### config.mk
export PLATFORM = sky130hd
export DESIGN_NAME = base64_stream_codec
export DESIGN_NICKNAME = d
export VERILOG_FILES = /design/src/rtl/core/b64c_pkg.sv /design/src/rtl/core/b64c_front.sv /design/src/rtl/core/b64c_fifo.sv /design/src/rtl/core/b64c_back.sv /design/src/rtl/core/base64_stream_codec.sv
export SDC_FILE = /design/constraint.sdc
export NUM_CORES = 1
export LEC_CHECK = 0
export BUFFER_PORTS_ARGS = -buffer_cell sky130_fd_sc_hd__buf_2
export CAP_MARGIN = 20
export CORE_AREA = 2 2 102 104
export CTS_BUF_LIST = sky130_fd_sc_hd__clkbuf_2
export CTS_CLUSTER_SIZE = 24
export DETAILED_ROUTE_END_ITERATION = 10
export DIE_AREA = 0 0 104 106
export GPL_TIMING_DRIVEN = 0
export PLACE_DENSITY_LB_ADDON = 0.12
export SETUP_SLACK_MARGIN = 0.05
export SYNTH_ARGS = -nofsm -noshare
export SYNTH_HDL_FRONTEND = slang
export SYNTH_SLANG_ARGS = --single-unit
### constraint.sdc
create_clock -name clock -period 9.8 [get_ports clock]
set_input_delay 0.49 -clock clock [delete_from_list [all_inputs] [get_ports clock]]
set_output_delay 0.49 -clock clock [all_outputs]
set_load 0.03 [all_outputs]
### src/rtl/core/b64c_pkg.sv
package b64c_pkg;

   localparam int unsigned QUEUE_DEPTH = 2;
   localparam int unsigned QUEUE_PTR_W = (QUEUE_DEPTH > 1) ? $clog2(QUEUE_DEPTH) : 1;
   localparam int unsigned QUEUE_CNT_W = $clog2(QUEUE_DEPTH + 1);

   localparam logic MODE_ENCODE = 1'b0;
   localparam logic MODE_DECODE = 1'b1;

   localparam logic [7:0] PAD_CHAR   = 8'h3D;
   localparam logic [7:0] PLUS_CHAR  = 8'h2B;
   localparam logic [7:0] SLASH_CHAR = 8'h2F;

   // Kind of work handed from the front to the back.
   typedef enum logic [2:0] {
      CMD_ENC   = 3'b001,
      CMD_DEC   = 3'b010,
      CMD_EMPTY = 3'b100
   } cmd_op_type;

   // One group ready for output. For encode, limit is the index of the last
   // alphabet character (the rest up to four are pad). For decode, limit is
   // the index of the last byte.
   typedef struct packed {
      cmd_op_type  op;
      logic [23:0] word;
      logic [1:0]  limit;
      logic        last;
   } cmd_type;

   // Returns {is_alphabet, sextet}.
   function automatic logic [6:0] sextet_of(input logic [7:0] c);
      logic [6:0] r;
      r = 7'd0;
      if (c >= 8'h41 && c <= 8'h5A) begin
         r = {1'b1, 6'(c - 8'h41)};
      end else if (c >= 8'h61 && c <= 8'h7A) begin
         r = {1'b1, 6'(c - 8'd71)};
      end else if (c >= 8'h30 && c <= 8'h39) begin
         r = {1'b1, 6'(c + 8'd4)};
      end else if (c == PLUS_CHAR) begin
         r = {1'b1, 6'd62};
      end else if (c == SLASH_CHAR) begin
         r = {1'b1, 6'd63};
      end
      return r;
   endfunction

   function automatic logic [7:0] alpha_char(input logic [5:0] s);
      logic [7:0] r;
      if (s < 6'd26) begin
         r = 8'h41 + {2'b00, s};
      end else if (s < 6'd52) begin
         r = {2'b00, s} + 8'd71;
      end else if (s < 6'd62) begin
         r = {2'b00, s} - 8'd4;
      end else if (s == 6'd62) begin
         r = PLUS_CHAR;
      end else begin
         r = SLASH_CHAR;
      end
      return r;
   endfunction

endpackage

### src/rtl/core/b64c_front.sv
module b64c_front (
   input  logic              clock,
   input  logic              reset,
   input  logic              csr_we,
   input  logic              csr_wdata,
   input  logic              req_tvalid,
   output logic              req_tready,
   input  logic [7:0]        req_tdata,
   input  logic              req_tlast,
   input  logic              q_full,
   output logic              q_push,
   output b64c_pkg::cmd_type q_cmd
);
   import b64c_pkg::*;

   logic        mode_ff, mode_in;
   logic [17:0] group_buffer_ff, group_buffer_in;
   logic [1:0]  group_count_ff, group_count_in;
   logic        stopped_ff, stopped_in;

   logic        accept;
   logic [1:0]  enc_cnt;
   logic [6:0]  sx;
   logic [17:0] hold_buf;
   logic [1:0]  hold_cnt;
   logic        emitted;

   assign req_tready = !q_full;
   assign accept     = req_tvalid && !q_full;
   assign sx         = sextet_of(req_tdata);

   always_comb begin
      mode_in         = mode_ff;
      group_buffer_in = group_buffer_ff;
      group_count_in  = group_count_ff;
      stopped_in      = stopped_ff;
      q_push          = 1'b0;
      q_cmd.op        = CMD_ENC;
      q_cmd.word      = 24'd0;
      q_cmd.limit     = 2'd0;
      q_cmd.last      = req_tlast;
      enc_cnt         = group_count_ff + 2'd1;
      hold_buf        = group_buffer_ff;
      hold_cnt        = group_count_ff;
      emitted         = 1'b0;

      if (accept) begin
         if (mode_ff == MODE_ENCODE) begin
            if (enc_cnt == 2'd3 || req_tlast) begin
               q_push      = 1'b1;
               q_cmd.op    = CMD_ENC;
               q_cmd.limit = enc_cnt;
               case (enc_cnt)
                  2'd1:    q_cmd.word = {req_tdata, 16'd0};
                  2'd2:    q_cmd.word = {group_buffer_ff[7:0], req_tdata, 8'd0};
                  default: q_cmd.word = {group_buffer_ff[15:0], req_tdata};
               endcase
               group_buffer_in = 18'd0;
               group_count_in  = 2'd0;
            end else begin
               group_buffer_in = {2'b00, group_buffer_ff[7:0], req_tdata};
               group_count_in  = enc_cnt;
            end
         end else begin
            if (!stopped_ff) begin
               if (!sx[6]) begin
                  stopped_in = 1'b1;
               end else if (group_count_ff == 2'd3) begin
                  q_push      = 1'b1;
                  q_cmd.op    = CMD_DEC;
                  q_cmd.word  = {group_buffer_ff, sx[5:0]};
                  q_cmd.limit = 2'd2;
                  emitted     = 1'b1;
                  hold_buf    = 18'd0;
                  hold_cnt    = 2'd0;
               end else begin
                  hold_buf = {group_buffer_ff[11:0], sx[5:0]};
                  hold_cnt = group_count_ff + 2'd1;
               end
            end
            group_buffer_in = hold_buf;
            group_count_in  = hold_cnt;
            if (req_tlast) begin
               if (!emitted) begin
                  q_push = 1'b1;
                  if (hold_cnt == 2'd3) begin
                     q_cmd.op    = CMD_DEC;
                     q_cmd.word  = {hold_buf, 6'd0};
                     q_cmd.limit = 2'd1;
                  end else if (hold_cnt == 2'd2) begin
                     q_cmd.op    = CMD_DEC;
                     q_cmd.word  = {hold_buf[11:0], 12'd0};
                     q_cmd.limit = 2'd0;
                  end else begin
                     q_cmd.op = CMD_EMPTY;
                  end
               end
               group_buffer_in = 18'd0;
               group_count_in  = 2'd0;
               stopped_in      = 1'b0;
            end
         end
      end

      // A mode change abandons any message in progress.
      if (csr_we) begin
         mode_in         = csr_wdata;
         group_buffer_in = 18'd0;
         group_count_in  = 2'd0;
         stopped_in      = 1'b0;
      end
   end

   always_ff @(posedge clock) begin
      if (reset) begin
         mode_ff         <= MODE_ENCODE;
         group_buffer_ff <= 18'd0;
         group_count_ff  <= 2'd0;
         stopped_ff      <= 1'b0;
      end else begin
         mode_ff         <= mode_in;
         group_buffer_ff <= group_buffer_in;
         group_count_ff  <= group_count_in;
         stopped_ff      <= stopped_in;
      end
   end

endmodule

### src/rtl/core/b64c_fifo.sv
module b64c_fifo (
   input  logic              clock,
   input  logic              reset,
   input  logic              push,
   input  b64c_pkg::cmd_type push_cmd,
   output logic              full,
   input  logic              pop,
   output logic              head_valid,
   output b64c_pkg::cmd_type head_cmd
);
   import b64c_pkg::*;

   cmd_type                  entry_ff [QUEUE_DEPTH];
   logic [QUEUE_PTR_W-1:0]   wr_ptr_ff, wr_ptr_in;
   logic [QUEUE_PTR_W-1:0]   rd_ptr_ff, rd_ptr_in;
   logic [QUEUE_CNT_W-1:0]   count_ff, count_in;

   assign full       = (count_ff == QUEUE_CNT_W'(QUEUE_DEPTH));
   assign head_valid = (count_ff != '0);
   assign head_cmd   = entry_ff[rd_ptr_ff];

   function automatic logic [QUEUE_PTR_W-1:0] next_ptr(input logic [QUEUE_PTR_W-1:0] p);
      logic [QUEUE_PTR_W-1:0] r;
      if (p == QUEUE_PTR_W'(QUEUE_DEPTH - 1)) begin
         r = '0;
      end else begin
         r = p + 1'b1;
      end
      return r;
   endfunction

   always_comb begin
      wr_ptr_in = push ? next_ptr(wr_ptr_ff) : wr_ptr_ff;
      rd_ptr_in = pop ? next_ptr(rd_ptr_ff) : rd_ptr_ff;
      count_in  = count_ff;
      if (push && !pop) begin
         count_in = count_ff + 1'b1;
      end else if (pop && !push) begin
         count_in = count_ff - 1'b1;
      end
   end

   always_ff @(posedge clock) begin
      if (reset) begin
         wr_ptr_ff <= '0;
         rd_ptr_ff <= '0;
         count_ff  <= '0;
      end else begin
         wr_ptr_ff <= wr_ptr_in;
         rd_ptr_ff <= rd_ptr_in;
         count_ff  <= count_in;
      end
   end

   always_ff @(posedge clock) begin
      if (push) begin
         entry_ff[wr_ptr_ff] <= push_cmd;
      end
   end

endmodule

### src/rtl/core/b64c_back.sv
module b64c_back (
   input  logic              clock,
   input  logic              reset,
   input  logic              q_valid,
   input  b64c_pkg::cmd_type q_cmd,
   output logic              q_pop,
   output logic              rsp_tvalid,
   input  logic              rsp_tready,
   output logic [7:0]        rsp_tdata,
   output logic              rsp_tuser,
   output logic              rsp_tlast
);
   import b64c_pkg::*;

   logic [1:0] idx_ff, idx_in;
   logic       rsp_valid_ff, rsp_valid_in;
   logic [7:0] rsp_byte_ff, rsp_byte_in;
   logic       rsp_flag_ff, rsp_flag_in;
   logic       rsp_last_ff, rsp_last_in;

   logic       advance;
   logic       fire;
   logic       done;
   logic [5:0] sextet;
   logic [7:0] dec_byte;

   assign advance = !rsp_valid_ff || rsp_tready;
   assign fire    = advance && q_valid;

   always_comb begin
      case (idx_ff)
         2'd0:    sextet = q_cmd.word[23:18];
         2'd1:    sextet = q_cmd.word[17:12];
         2'd2:    sextet = q_cmd.word[11:6];
         default: sextet = q_cmd.word[5:0];
      endcase
      case (idx_ff)
         2'd0:    dec_byte = q_cmd.word[23:16];
         2'd1:    dec_byte = q_cmd.word[15:8];
         default: dec_byte = q_cmd.word[7:0];
      endcase
   end

   always_comb begin
      rsp_byte_in = 8'd0;
      rsp_flag_in = 1'b1;
      done        = 1'b1;
      unique case (q_cmd.op)
         CMD_ENC: begin
            rsp_byte_in = (idx_ff <= q_cmd.limit) ? alpha_char(sextet) : PAD_CHAR;
            done        = (idx_ff == 2'd3);
         end
         CMD_DEC: begin
            rsp_byte_in = dec_byte;
            done        = (idx_ff == q_cmd.limit);
         end
         default: begin
            rsp_flag_in = 1'b0;
         end
      endcase
      rsp_last_in  = q_cmd.last && done;
      q_pop        = fire && done;
      idx_in       = fire ? (done ? 2'd0 : idx_ff + 2'd1) : idx_ff;
      rsp_valid_in = advance ? q_valid : rsp_valid_ff;
   end

   always_ff @(posedge clock) begin
      if (reset) begin
         idx_ff       <= 2'd0;
         rsp_valid_ff <= 1'b0;
      end else begin
         idx_ff       <= idx_in;
         rsp_valid_ff <= rsp_valid_in;
      end
   end

   always_ff @(posedge clock) begin
      if (fire) begin
         rsp_byte_ff <= rsp_byte_in;
         rsp_flag_ff <= rsp_flag_in;
         rsp_last_ff <= rsp_last_in;
      end
   end

   assign rsp_tvalid = rsp_valid_ff;
   assign rsp_tdata  = rsp_byte_ff;
   assign rsp_tuser  = rsp_flag_ff;
   assign rsp_tlast  = rsp_last_ff;

endmodule

### src/rtl/core/base64_stream_codec.sv
// Channel   | Direction | Payload
// ----------+-----------+-------------------------------------------------------------
// req_      | in        | tdata[7:0] data_byte, tlast last
// rsp_      | out       | tdata[7:0] out_byte, tuser[0] out_valid, tlast out_last
// csr_      | in        | we with wdata[0] mode (0 encode, 1 decode)
//
// The front accepts one input transaction per cycle whenever its group queue has room,
// and the back sends one result transaction per cycle from its output register while
// the receiver is ready and the queue holds a command. The sustained encode rate is set
// by the back's serializer: encoding gives four results for three input bytes.
// A group's first result goes through the queue and then the back's output register.
// Reset is synchronous and active high; it selects encode mode and empties the block.
// Either side may stall freely; the two-entry queue decouples them.
module base64_stream_codec (
   input  logic       clock,
   input  logic       reset,
   input  logic       csr_we,
   input  logic       csr_wdata,     // mode
   input  logic       req_tvalid,
   output logic       req_tready,
   input  logic [7:0] req_tdata,     // [7:0] data_byte
   input  logic       req_tlast,
   output logic       rsp_tvalid,
   input  logic       rsp_tready,
   output logic [7:0] rsp_tdata,     // [7:0] out_byte
   output logic       rsp_tuser,     // [0] out_valid
   output logic       rsp_tlast
);
   import b64c_pkg::*;

   // The front classifies each byte against the running group and, when a group
   // completes or the message ends, hands one command to the queue.
   logic    q_push;
   logic    q_full;
   logic    q_pop;
   logic    q_valid;
   cmd_type push_cmd;
   cmd_type head_cmd;

   b64c_front u_front (
      .clock      (clock),
      .reset      (reset),
      .csr_we     (csr_we),
      .csr_wdata  (csr_wdata),
      .req_tvalid (req_tvalid),
      .req_tready (req_tready),
      .req_tdata  (req_tdata),
      .req_tlast  (req_tlast),
      .q_full     (q_full),
      .q_push     (q_push),
      .q_cmd      (push_cmd)
   );

   b64c_fifo u_fifo (
      .clock      (clock),
      .reset      (reset),
      .push       (q_push),
      .push_cmd   (push_cmd),
      .full       (q_full),
      .pop        (q_pop),
      .head_valid (q_valid),
      .head_cmd   (head_cmd)
   );

   // The back walks through the characters or bytes of the head command.
   b64c_back u_back (
      .clock      (clock),
      .reset      (reset),
      .q_valid    (q_valid),
      .q_cmd      (head_cmd),
      .q_pop      (q_pop),
      .rsp_tvalid (rsp_tvalid),
      .rsp_tready (rsp_tready),
      .rsp_tdata  (rsp_tdata),
      .rsp_tuser  (rsp_tuser),
      .rsp_tlast  (rsp_tlast)
   );

   // The front never writes into a full queue.
   assert property (@(posedge clock) disable iff (reset) q_push |-> !q_full)
      else $error("command pushed into a full queue");

   // The back only retires a command that is present.
   assert property (@(posedge clock) disable iff (reset) q_pop |-> q_valid)
      else $error("command popped from an empty queue");

   // An empty end marker always closes the message and carries a zero byte.
   assert property (@(posedge clock) disable iff (reset)
      (rsp_tvalid && !rsp_tuser) |-> (rsp_tlast && rsp_tdata == 8'd0))
      else $error("empty end marker without last or with data");

   // Once a result is presented it stays until taken.
   assert property (@(posedge clock) disable iff (reset)
      (rsp_tvalid && !rsp_tready) |=> (rsp_tvalid && $stable(rsp_tdata)))
      else $error("stalled result changed");

endmodule

* Word level (Yosys, flattened, before mapping)
Memories as Yosys holds them, arrays and structs flattened. A register that Yosys moved wholly into a read port is not among the register bits.
Cells that the tools add are included.
** Operators by class
- $add $sub $neg :: 12
- $lt $le $gt $ge :: 10
- Equal/unequal tests :: 16
- Multiplexer cells :: 63
- Reductions and logical operators :: 21
** Operators by type and width (number)
- $mux W29 :: 7
- $mux W18 :: 5
- $mux W26 :: 2
- $pmux W24 S2 :: 1
- $mux W7 :: 5
- $mux W8 :: 4
- $pmux W8 S2 :: 2
- $mux W28 :: 1
- $mux W2 :: 11
- $mux W1 :: 20
- $pmux W6 S3 :: 1
- $eq A2 B2 Y1 const B :: 8
- $eq A8 B6 Y1 const B :: 2
- $ge A8 B7 Y1 const B :: 2
- $le A8 B7 Y1 const B :: 2
- $mux W16 :: 1
- $lt A6 B6 Y1 const B :: 2
- $logic_and A1 B1 Y1 :: 9
- $add A6 B7 Y8 const B :: 1
- $add A7 B6 Y8 const A :: 1
- $ge A8 B6 Y1 const B :: 1
- $le A8 B6 Y1 const B :: 1
- $sub A6 B3 Y7 const B :: 1
- $add A2 B1 Y2 const B :: 3
- 20 further kinds :: 29
** Storage, ports and cells
- Register bits :: 39
- RAM bits :: 60
- Input port bits :: 15
- Output and inout bits :: 12
- Word-level logic and storage cells :: 135
- Memories :: 1
** Memories
- u_fifo.entry_ff :: depth 2, bits a word 30, read ports 1, clocked after Yosys merged registers in 1, wr ports 1, line b64c_fifo.sv:13 : cmd_type entry_ff [QUEUE_DEPTH];

* Logic depth before layout (Yosys ltp)
Gate-level depths: netlist (run 1).
- Depth after elaboration :: 18
- Gate-level depth with buffers :: 13
- Depth with buffers taken out :: 12

* Hierarchy
Synthesis (run 1) repeated with hierarchy kept, for this count alone.
** Unflattened totals
- Cells, all modules :: 723
- Area, all modules :: 6715.2 µm²
** By module, submodules not included
- b64c_front :: instances 1, cells an instance 451, area an instance 3044.2 µm², sequential area each 440.4 µm²
- b64c_fifo :: instances 1, cells an instance 115, area an instance 2364.8 µm², sequential area each 1901.8 µm²
- b64c_back :: instances 1, cells an instance 157, area an instance 1306.3 µm², sequential area each 360.3 µm²

* Least setup slack after synthesis (run 1)
No wires, ideal clock.
- Kind :: in2reg
- From :: input req_tdata[2]
- To :: memory u_fifo.entry_ff[1][0] (netlist bit), enable pin
- Library setup time :: 0.422 ns
- Data arrival time :: 3.634 ns
- Data required time :: 9.378 ns
- Slack :: 5.744 ns
- Cell stages on the path :: 9
- Path buffers :: 1
- Cell sequence :: buf_2 -> inv_1 -> ha_1 -> a21oi_1 -> a31oi_1 -> a211o_1 -> a2111oi_2 -> nor2_1 -> nor2b_1
** Between the ends
- Cells in the longest elaborated chain, start to end :: 16
- Elaborated cells between the ends (all ways) :: 26
- Those cells by class :: 6 x order compare; 2 x eq/ne; 15 x mux; 3 x reduce/logical
** RTL lines
- start, declared :: line base64_stream_codec.sv:21 : input logic [7:0] req_tdata,
- branches (longest 5 deep; another with $ge A8 B6 Y1)
- $mux W7 (*) :: line b64c_pkg.sv:35 : if (c >= 8'h41 && c <= 8'h5A) begin
- $mux W1 (*) :: line b64c_front.sv:66 : if (!sx[6]) begin
- $mux W1 (*) :: line b64c_front.sv:65 : if (!stopped_ff) begin
- $mux W1 :: line b64c_front.sv:48 : if (mode_ff == MODE_ENCODE) begin
- $mux W1 :: line b64c_front.sv:47 : if (accept) begin
- $mux W1 :: line b64c_front.sv:84 : if (!emitted) begin
- $mux W1 (*) :: line b64c_front.sv:83 : if (req_tlast) begin
- $mux W1 (*) :: line b64c_front.sv:48
- $mux W1 (*) :: line b64c_front.sv:47
- $mux W1 (*) :: line b64c_fifo.sv:56 : if (push) begin
- $mux W1 (implied by the code) (*) :: line b64c_fifo.sv:57 : entry_ff[wr_ptr_ff] <= push_cmd;
- end, declared :: line b64c_fifo.sv:13
Every way passes the cells marked *. The select of a mux whose other input is x is not followed.

==> impl_results.md, run 1 <==
- Final worst slack: 6.11 ns
- R2R depth: 12
- XOR/XNOR Fraction of Synth Area: 1.11%
- Initial DRC count: 627
- Routed WL: 17600 µm
- # hold bufs at CTS: 0
- Sequential-to-total area share from yosys stat: 42.7%
- Detailed placer's ending HPWL: 13300 µm
- Setup Viol. Count Final: 0
- Post-CTS sizing: 0
- CP arrival: 4.00 ns
- Synth area leader: edfxtp_1
- #FFs+latches synth: 100
- Post-synthesis adder-cell area fraction: 5.14%
- CP Capture Type: flop
- Die Ht: 106 µm
- RSZ-0062 raised after global routing: no
- Status: completed
- Worst reg2reg setup slack: 6.31 ns
- Worst-skew pair later-pin latency: approximately 0.6 ns
- Vias per cell: 6.71
- Layout Skew: 0.0303 ns
- Vias in the first global route: 5214
- Asr flop ratio synth: 0%
- Port Buf Inserts: 26
- CTS root buf: clkbuf_2
- Slowest stage delay, CP: 0.86 ns
- Core Box Area: 10000 µm²
- Cell mode on critical path: buf_2
- Leak Pwr: around 2.4 nW
- Synth warn: 0
- Diodes inserted: 0
- Die X: ~100 µm
- Post-Synthesis Cells: 656
- Compound-Gate Fraction of Synth Area: 22.8%
- Top FF cell, synth: edfxtp_1
- Tmin final: 3.69 ns
- Vias: 5597
- CTS clk-pin slew, worst paths: 0.27 ns
- Simple-gate share of the synthesized area: 15.3%
- Commonest cells post-synth: edfxtp_1, nor2_1, a21oi_1
- Main combinational cell family by area after synthesis: compound AO/OA/AOI/OAI gates
- GRT Resource Usage Total: 32.2%
- Fin. Hold Viols: 0
- Pwr dens: 180 nW/µm²
- First-pass GRT wire length: 27400 µm
- Fin Hold WS: about 0.13 ns
- Crit-path cells: buf_2 > buf_2 > inv_1 > ha_1 > a21oi_1 > a31oi_1 > a211oi_1 > o211ai_1 > mux2i_1 > buf_2 > nor3_1 > o31ai_1
- WP depth: 12
- Mux contribution to synthesized area: 8.13%
- CP max FO: 10
- Synth-to-Final Area Change: 6.65%
- Total Power: ~1.2 mW
- DIE AREA: about 11000 µm²
- Worst hold path class: in2reg
- I/O pin cnt: 27
- WP buf/inv: 4
- Highest Clock Rate: roughly 270 MHz
- Slew headroom: 18.4%
- Final core occ: 67.5%
- Mapped Nets: 697
- Fillcell total: 851
- Row count: 37
- Avg Cell Area, Syn: between 9 and 10 µm²
- Worst EP required: just over 10 ns
- Cell family with most CP delay: compound AO/OA/AOI/OAI gates
- Hold-critical path depth: 3
- CTS Sinks: 100
- CTS tree: yes
- Routability cong.: 0.968
- Actual slew at the worst max-slew pin: 1.22 ns
- First-pass DRT Iterations: 8
- Slowest cell on the critical path: a211oi_1
- Netlist cell types: 72
- Antenna violations before repair: 0
- Synth area leaders: edfxtp_1, dfxtp_1, ha_1
- Post-route setup TNS: 0 ns
- CTS Buffer Depth: 2
- Cell Area, Synth: approximately 6300 µm²
- Count leader, synth: edfxtp_1
- Drt drc: 0
- Layout cells sized above 1: ~12%
- Starting Density: 63.3%
- Gr ovfl total: 0
- Post-CTS Setup Bufs: 0
- Average wire per standard cell: approximately 21 µm
- Startpoint types: primary input
- Number of synthesized flops with an enable pin: 70
- Final #Nets: between 700 and 800
- Pin count of the biggest net entering global routing: 32
- Routed Antenna Nets: 0
- Max_cap viols: 0
- Max-slew violation count: 0
- Crit Path Class: in2reg
- Crit share post-route: 37.6%
- DP Worst Slack: 5.69 ns
- IR drop worst, VDD: between 0.0001 and 0.00015 V
- Synth top area share: 33.2%
- H-Tree Depth: 3
- Num CTS Buffers: 9
power by group:
group	switching, mW	leakage (nW)	internal (mW)
sequential	0.0213	0.906	0.513
clock	0.145	0.0640	0.0385
combinational	0.325	1.42	0.174
worst reg2reg max path, stage by stage (launching register included):
cell       delay (ns)
dfxtp_1          0.43
inv_1            0.13
ha_1             0.16
clkbuf_1         0.38
a222oi_1         0.17
mux2i_1          0.56
ha_1             0.37
nor2_1           0.07
nand3_1          0.12
a31o_2           0.25
nor3_1           0.08
a2111oi_1        0.38
o22ai_1          0.17
worst paths after layout:
kind                             startpoint                          endpoint
min reg2reg  u_back.rsp_tvalid$_SDFFE_PP0P_    u_back.rsp_tvalid$_SDFFE_PP0P_
max                            req_tdata[2]  u_fifo.entry_ff[1][17]$_DFFE_PP_
max reg2reg   u_back.idx_ff[0]$_SDFFE_PP0P_     u_back.rsp_tdata[5]$_DFFE_PP_
min                               csr_wdata      u_front.mode_ff$_SDFFE_PP0P_
state kept, by name, indices dropped and copies added (netlist names), named ones only:
signal and cells:
u_back.idx_ff 2, u_back.rsp_tvalid 1, u_front.mode_ff 1, u_front.group_count_ff 2, u_back.rsp_tuser 1, u_fifo.wr_ptr_ff 1
u_fifo.count_ff 2, u_front.stopped_ff 1, u_fifo.entry_ff 60, u_back.rsp_tlast 1, u_fifo.rd_ptr_ff 1, u_back.rsp_tdata 8
u_front.group_buffer_ff 18
stage by stage:
step,cell area (µm²),instances
after floorplan,6330,656
after global placement,6630,818
after detailed placement,6640,818
after CTS,6750,834
after global routing,6750,834
final,6750,834
cell families after synthesis:
group,Yosys count
buffers and inverters,70
flip-flops,100
AO/OA/AOI/OAI,205
XOR/XNOR,8
AND/OR/NAND/NOR,200
multiplexers,47
adder cells (fa/ha/maj),26
layer usage:
layer	up-vias	GRT usage [%]	wire [µm]
met5	-	0	0
met4	0	14.5	549
met3	59	4.90	1650
met2	340	54.8	8550
met1	2629	40.7	6850
li1	2569	-	-
area by class of cell:
class	count	area, µm²	share of cell area [%]
Buffer	46	216	3.21
Clock buffer	9	45.0	0.668
Clock inverter	7	60.1	0.890
Inverter	24	90.1	1.34
Multi-Input combinational cell	486	3330	49.4
Sequential cell	100	2700	40.1
Tap cell	136	170	2.52
Timing Repair Buffer	26	130	1.93
cells in the final DEF (no fill, tap or decap), types with 12 or more instances in the layout:
| master | netlist | layout |
|---|---|---|
| a21oi_1 | 57 | 57 |
| a222oi_1 | 14 | 14 |
| a22oi_1 | 14 | 14 |
| buf_2 | 5 | 31 |
| clkbuf_1 | 33 | 33 |
| dfxtp_1 | 30 | 30 |
| edfxtp_1 | 70 | 70 |
| ha_1 | 26 | 26 |
| inv_1 | 23 | 23 |
| mux2_2 | 22 | 22 |
| mux2i_1 | 17 | 17 |
| nand2_1 | 47 | 47 |
| nor2_1 | 63 | 62 |
| nor2b_1 | 13 | 12 |
| nor3_1 | 24 | 24 |
| o21ai_0 | 25 | 25 |
(Power assumes the default switching activity.)
==> run 2, diff against run 1 <==
Settings changed: ABC_AREA set to 1, CORE_AREA 2 2 102 104 to 2 2 110 112, DIE_AREA 0 0 104 106 to 0 0 112 114.
Clock period 9.8 ns to 3.15 ns, I/O delays scaled along.
==> run 2 against run 1 <==
Effect of this change:
- critical path depth rose by 7
- via count up 14%
- core utilization down 5.1 points
- register-to-register slack got worse by 6.1 ns
- largest power group is now combinational cells
- cell area rose by 8.2%
- clock skew rose by 0.021 ns
==> impl_results.md, run 2 <==
- Status: completed
- Mapped Nets: 904
- Number of synthesized flops with an enable pin: 70
- Pin count of the biggest net entering global routing: 21
- Final worst slack: a little over 0.2 ns
- Number of flip-flops under the largest register name: 60
- CTS clk-pin slew, worst paths: 0.30 ns
- CP Capture Type: flop
- Asr flop ratio synth: 0%
- Post-Synthesis Cells: 863
- Vias: 6383
- Synth top area share: 32.2%
- Startpoint types: primary input
- CTS tree: yes
- Count leader, synth: nand2_1
- Gr ovfl total: 0
- WP buf/inv: 7
- Setup Viol. Count Final: 0
- Synth area leaders: edfxtp_1, nand2_1, dfxtp_1
- RSZ-0062 raised after global routing: yes
- Final #Nets: 963
- Leading cell type in the layout, fill and taps excluded: nand2_1
- Synth area leader: edfxtp_1
- Crit share post-route: 93.4%
- First-pass GRT wire length: 31400 µm
- Crit-path cells: dlygate4sd3_1 > buf_2 > inv_2 > ha_2 > inv_1 > nand2_1 > nand2_1 > nand2_1 > nand2_2 > nand2_2 > inv_2 > nand3_4 > nand3_4 > inv_4 > nand3_1 > nand2_1 > nand2_1 > a21oi_1 > dlygate4sd3_1
- Worst EP required: 3.72 ns
- Sequential-to-total area share from yosys stat: 41.4%
- Commonest cells post-synth: nand2_1, inv_1, nor2_1
- Actual slew at the worst max-slew pin: around 0.69 ns
- Layout Skew: 0.0514 ns
- Drt drc: 0
- Tmin final: 2.94 ns
- WP depth: 19
- DP Worst Slack: -0.0222 ns
- GRT Resource Usage Total: 31.4%
- Routability cong.: 1.01
- Crit Path Class: in2reg
- Port Buf Inserts: 25
- DIE AREA: 12800 µm²
- CP arrival: around 3.5 ns
- Layout cells sized above 1: 12.4%
- CTS root buf: clkbuf_2
- Die Ht: 114 µm
- H-Tree Depth: 3
- Cell family with most CP delay: buffers and inverters
- Die X: 112 µm
- CTS Sinks: 100
- Detailed placer's ending HPWL: 15000 µm
- Max-slew violation count: 0
- Pwr dens: roughly 640 nW/µm²
- Cell Area, Synth: 6520 µm²
- Routed WL: around 20000 µm
- Antenna violations before repair: 0
- Top reg by flops: u_fifo.entry_ff
- CTS Buffer Depth: 2
- Fin Hold WS: 0.0317 ns
- Routed Antenna Nets: 0
- IR drop worst, VDD: about 0.00049 V
- Synth warn: 0
- Fin. Hold Viols: 0
- #FFs+latches synth: 100
- Vias per cell: approximately 5.9
- Average wire per standard cell: 18.6 µm
- Vias in the first global route: 6186
- Num CTS Buffers: 9
- Cell mode on critical path: nand2_1
- Row count: 40
- Hold-critical path depth: 5
- First-pass DRT Iterations: 6
- Synth-to-Final Area Change: 11.9%
- Slew headroom: between 50% and 60%
- CP max FO: 9
- Commonest cells after routing, fill and taps aside: nand2_1, inv_1, nor2_1
- Avg Cell Area, Syn: between 7 and 8 µm²
- Max_cap viols: 0
- Leak Pwr: 3.15 nW
- Worst-skew pair later-pin latency: 0.62 ns
- Core Box Area: 11700 µm²
- Slowest cell on the critical path: dlygate4sd3_1
- Highest Clock Rate: 340 MHz
- Initial DRC count: about 650
- Starting Density: 55.7%
- I/O pin cnt: 27
- Top FF cell, synth: edfxtp_1
- Worst hold path class: in2reg
- R2R depth: 18
- Netlist cell types: 46
- Slowest stage delay, CP: 0.58 ns
-- run 2: cell count changes after synthesis, sizes merged, moves of 16 or more --
cell    delta
nand3     +58
clkbuf    -24
o21ai     +16
nor2      +16
nand2    +216
nor3      -19
mux2      -29
inv       +70
-- run 2: layer usage --
metal  GRT usage, %  wire length (µm)
met5              0                 0
met2           54.3              9770
met1           36.9              7770
met3           4.41              1250
met4           20.0              1170
-- run 2: where the power goes --
part	switching, mW	total, mW	internal, mW
Clock	0.454	0.801	0.347
Combinational	1.53	2.19	0.664
Sequential	0.0737	1.69	1.61
Total	2.05	4.68	2.62
-- run 2: worst reg2reg max path: cells and delay by family, from the launching register on --
| kind | cells | cell delay (ns) |
|---|---|---|
| DFF | 1 | 0.42 |
| and+or+nand+nor | 8 | 0.71 |
| AOI/OAI and AO/OA | 4 | 0.67 |
| buffers and inverters | 4 | 0.43 |
| adders and majority gates | 2 | 0.48 |
-- run 2: area by class of cell --
class	instances	area, µm²
Fill cell	1071	4410
Multi-Input combinational cell	641	3370
Sequential cell	100	2710
Inverter	100	387
Timing Repair Buffer	48	365
Tap cell	147	184
Buffer	22	119
Clock inverter	6	111
Clock buffer	10	50.0
Antenna cell	1	2.50
-- run 2: final timing paths --
check,startpoint,endpoint,slack [ns]
max reg2reg,u_back.idx_ff[1]$_SDFFE_PP0P_,u_back.rsp_tdata[5]$_DFFE_PP_,0.26
min,rsp_tready,u_fifo.rd_ptr_ff$_SDFFE_PP0P_,0.03
max,req_tdata[0],u_front.group_buffer_ff[2]$_SDFFE_PP0P_,0.21
min reg2reg,u_front.group_buffer_ff[16]$_SDFFE_PP0P_,u_front.group_buffer_ff[16]$_SDFFE_PP0P_,0.51
-- run 2: stage by stage --
step | instance area (µm²) | util (%) | power [mW] | std cells | setup TNS, ns
finish | 7300 | 62.3 | 4.68 | 1075 | 0
global route | 7300 | 62.3 | 4.95 | 1074 | 0
CTS | 7170 | 61.2 | 4.58 | 1064 | 0
detailed placement | 6890 | 58.8 | 3.78 | 1037 | -0.504
global placement | 6830 | 58.3 | 3.71 | 1035 | -20.56
floorplan | 6520 | - | 3.19 | 863 | 0
-- run 2: repair_timing --
action,in CTS,in global routing
endpoints found under the setup margin,42,62
hold buffers,11,0
buffers inserted,0,9
gates resized for setup,4,19
endpoints found under the hold margin,24,0
-- run 2: cell families after synthesis --
logic type | after synthesis | synth area share, %
muxes | 4 | 0.614
and+or+nand+nor | 427 | 28.0
buffers and inverters | 122 | 7.54
DFF | 100 | 41.4
adders and majority gates | 26 | 4.99
xor gates and xnor gates | 11 | 1.48
AOI/OAI and AO/OA | 173 | 15.9
==> run 3, diff against run 2 <==
Settings changed: CTS_BUF_LIST sky130_fd_sc_hd__clkbuf_2 to unset.
==> run 3 against run 2 <==
Effect of this change:
- die area unchanged
- critical path depth down 8
- highest routed layer unchanged
- cell area about the same
- sequential cell count unchanged
- cell count down 1.7%
- critical endpoint is now u_fifo.entry_ff[0][19]$_DFFE_PP_
- worst hold slack better by 0.0079 ns
==> impl_results.md, run 3 (synthesis gave the netlist of run 2 again) <==
- Status: completed
- Antenna violations before repair: 0
- Max_cap viols: 0
- Vias: 6269
- Crit Path Class: reg2reg
- Total Power: 5.16 mW
- Routed Antenna Nets: 0
- CP Capture Type: flop
- Layout cells sized above 1: about an eighth
- Routed WL: 19700 µm
- Synth-to-Final Area Change: 12.0%
- Average wire per standard cell: 18.6 µm
- Reg area: between 2000 and 3000 µm²
- Crit-path cells: inv_1 > ha_1 > nor2_2 > nor2_1 > inv_1 > nor2_1 > inv_2 > nand2_1 > nand2_1 > clkinvlp_4 > buf_16
- Actual slew at the worst max-slew pin: 0.697 ns
- Pwr dens: 706 nW/µm²
- First-pass DRT Iterations: 8
- Commonest cells after routing, fill and taps aside: nand2_1, inv_1, nor2_1
- CTS root buf: clkbuf_16
- Vias per cell: just under 6
- CP arrival: 3.01 ns
- Startpoint types: flop
- Tmin final: a little under 3 ns
- Diodes inserted: 0
- Port Buf Inserts: 25
- Multi-input logic area: roughly 3400 µm²
- First-pass GRT wire length: 31400 µm
- CP max FO: 20
- Leak Pwr: 3.14 nW
- Top reg by flops: u_fifo.entry_ff
- Core Box Area: 11700 µm²
- Min-delay src: csr_wdata
- Fin Hold WS: 0.0397 ns
- Gr ovfl total: 0
- Final #Nets: 946
- Row count: 40
- Fillcell total: roughly 1100
- CTS tree: yes
- IR drop worst, VDD: 0.000607 V
- I/O pin cnt: 27
- Die Ht: 114 µm
- Critical Path Start: u_front.group_count_ff[0]$_SDFFE_PP0P_
- GRT Resource Usage Total: 31.6%
- Final instance count without filler cells: 1057
- Detailed placer's ending HPWL: about 15000 µm
- CTS Buffer Depth: 2
- Slowest cell on the critical path: dfxtp_1
- Leading cell type in the layout, fill and taps excluded: nand2_1
- Worst hold path class: in2reg
- H-Tree Depth: 3
- Initial DRC count: 631
- Crit share post-route: 92.2%
- Slew headroom: 53.2%
- # hold bufs at CTS: 0
- Setup Viol. Count Final: 0
- Routability cong.: 1.01
- Starting Density: 55.7%
- RR Startpoint: u_front.group_count_ff[0]$_SDFFE_PP0P_
- Slowest stage delay, CP: 0.47 ns
- Worst-skew pair later-pin latency: 0.35 ns
- Post-route setup TNS: 0 ns
- Die X: 112 µm
- Highest Clock Rate: 344 MHz
- Drt drc: 0
- Vias in the first global route: 6116
- Max-slew violation count: 0
- DIE AREA: about 13000 µm²
- Placed Cells: around 1000
- RSZ-0062 raised after global routing: yes
- Pin count of the biggest net entering global routing: 21
- Worst EP required: 3.25 ns
- CTS Sinks: 100
- Layout Skew: 0.00924 ns
- Num CTS Buffers: 9
- Number of flip-flops under the largest register name: 60
- Fin. Hold Viols: 0
- CTS clk-pin slew, worst paths: about 0.060 ns
[run 3: cell type report]
type | count | area share (%)
multi-input cells | 641 | 46.0
clock inverters | 6 | 1.52
clock buffers | 10 | 3.14
plain buffers | 22 | 1.59
flip-flops and latches | 100 | 37.0
repair buffers | 31 | 2.88
well taps | 147 | 2.52
inverters | 100 | 5.31
[run 3: path summary, 6_finish.rpt]
| path | endpoint | slack (ns) | depth (start not counted) |
|---|---|---|---|
| worst max-delay path | u_fifo.entry_ff[0][19]$_DFFE_PP_ | 0.25 | 11 |
| worst min-delay path | u_front.mode_ff$_SDFFE_PP0P_ | 0.04 | 3 |
| worst max register to register | u_fifo.entry_ff[0][19]$_DFFE_PP_ | 0.25 | 11 |
| worst min register to register | u_front.group_buffer_ff[16]$_SDFFE_PP0P_ | 0.49 | 2 |
[run 3: layer usage]
layer  part of all wire, %  track usage [%]
met3                   5.8             4.62
met5                     0                0
met2                    49             54.1
met4                   6.0             19.8
met1                    40             37.6
[run 3: report_power, final]
group	switching (mW)	internal, mW	leakage [nW]	total, mW
Clock	0.496	0.779	0.165	1.27
Sequential	0.0753	1.61	0.904	1.69
Combinational	1.53	0.663	2.07	2.19
Total	2.10	3.05	3.14	5.16
[run 3: what timing repair did]
| action | in CTS | in global routing |
|---|---|---|
| resized for setup | 5 | 12 |
| setup endpoints to repair | 41 | 69 |
| setup buffers | 0 | 3 |
| pin swaps | 0 | 1 |
[run 3: through the flow]
| stage | worst slack, ns | area (µm²) | util [%] |
|---|---|---|---|
| final | 0.246 | 7300 | 62.4 |
| after global routing | -0.00493 | 7300 | 62.4 |
| after CTS | 0.0761 | 7240 | 61.9 |
| after detailed placement | -0.0222 | 6890 | 58.8 |
| after global placement | -0.351 | 6830 | 58.3 |
| after floorplan | 0.586 | 6520 | - |
[run 3: critical path, delay by kind of cell (launching register included)]
kind                     cells  cell delay (ns)
AND/OR/NAND/NOR              5             0.85
flip-flops                   1             0.47
buffers and inverters        5             1.09
adder cells (fa/ha/maj)      1             0.22
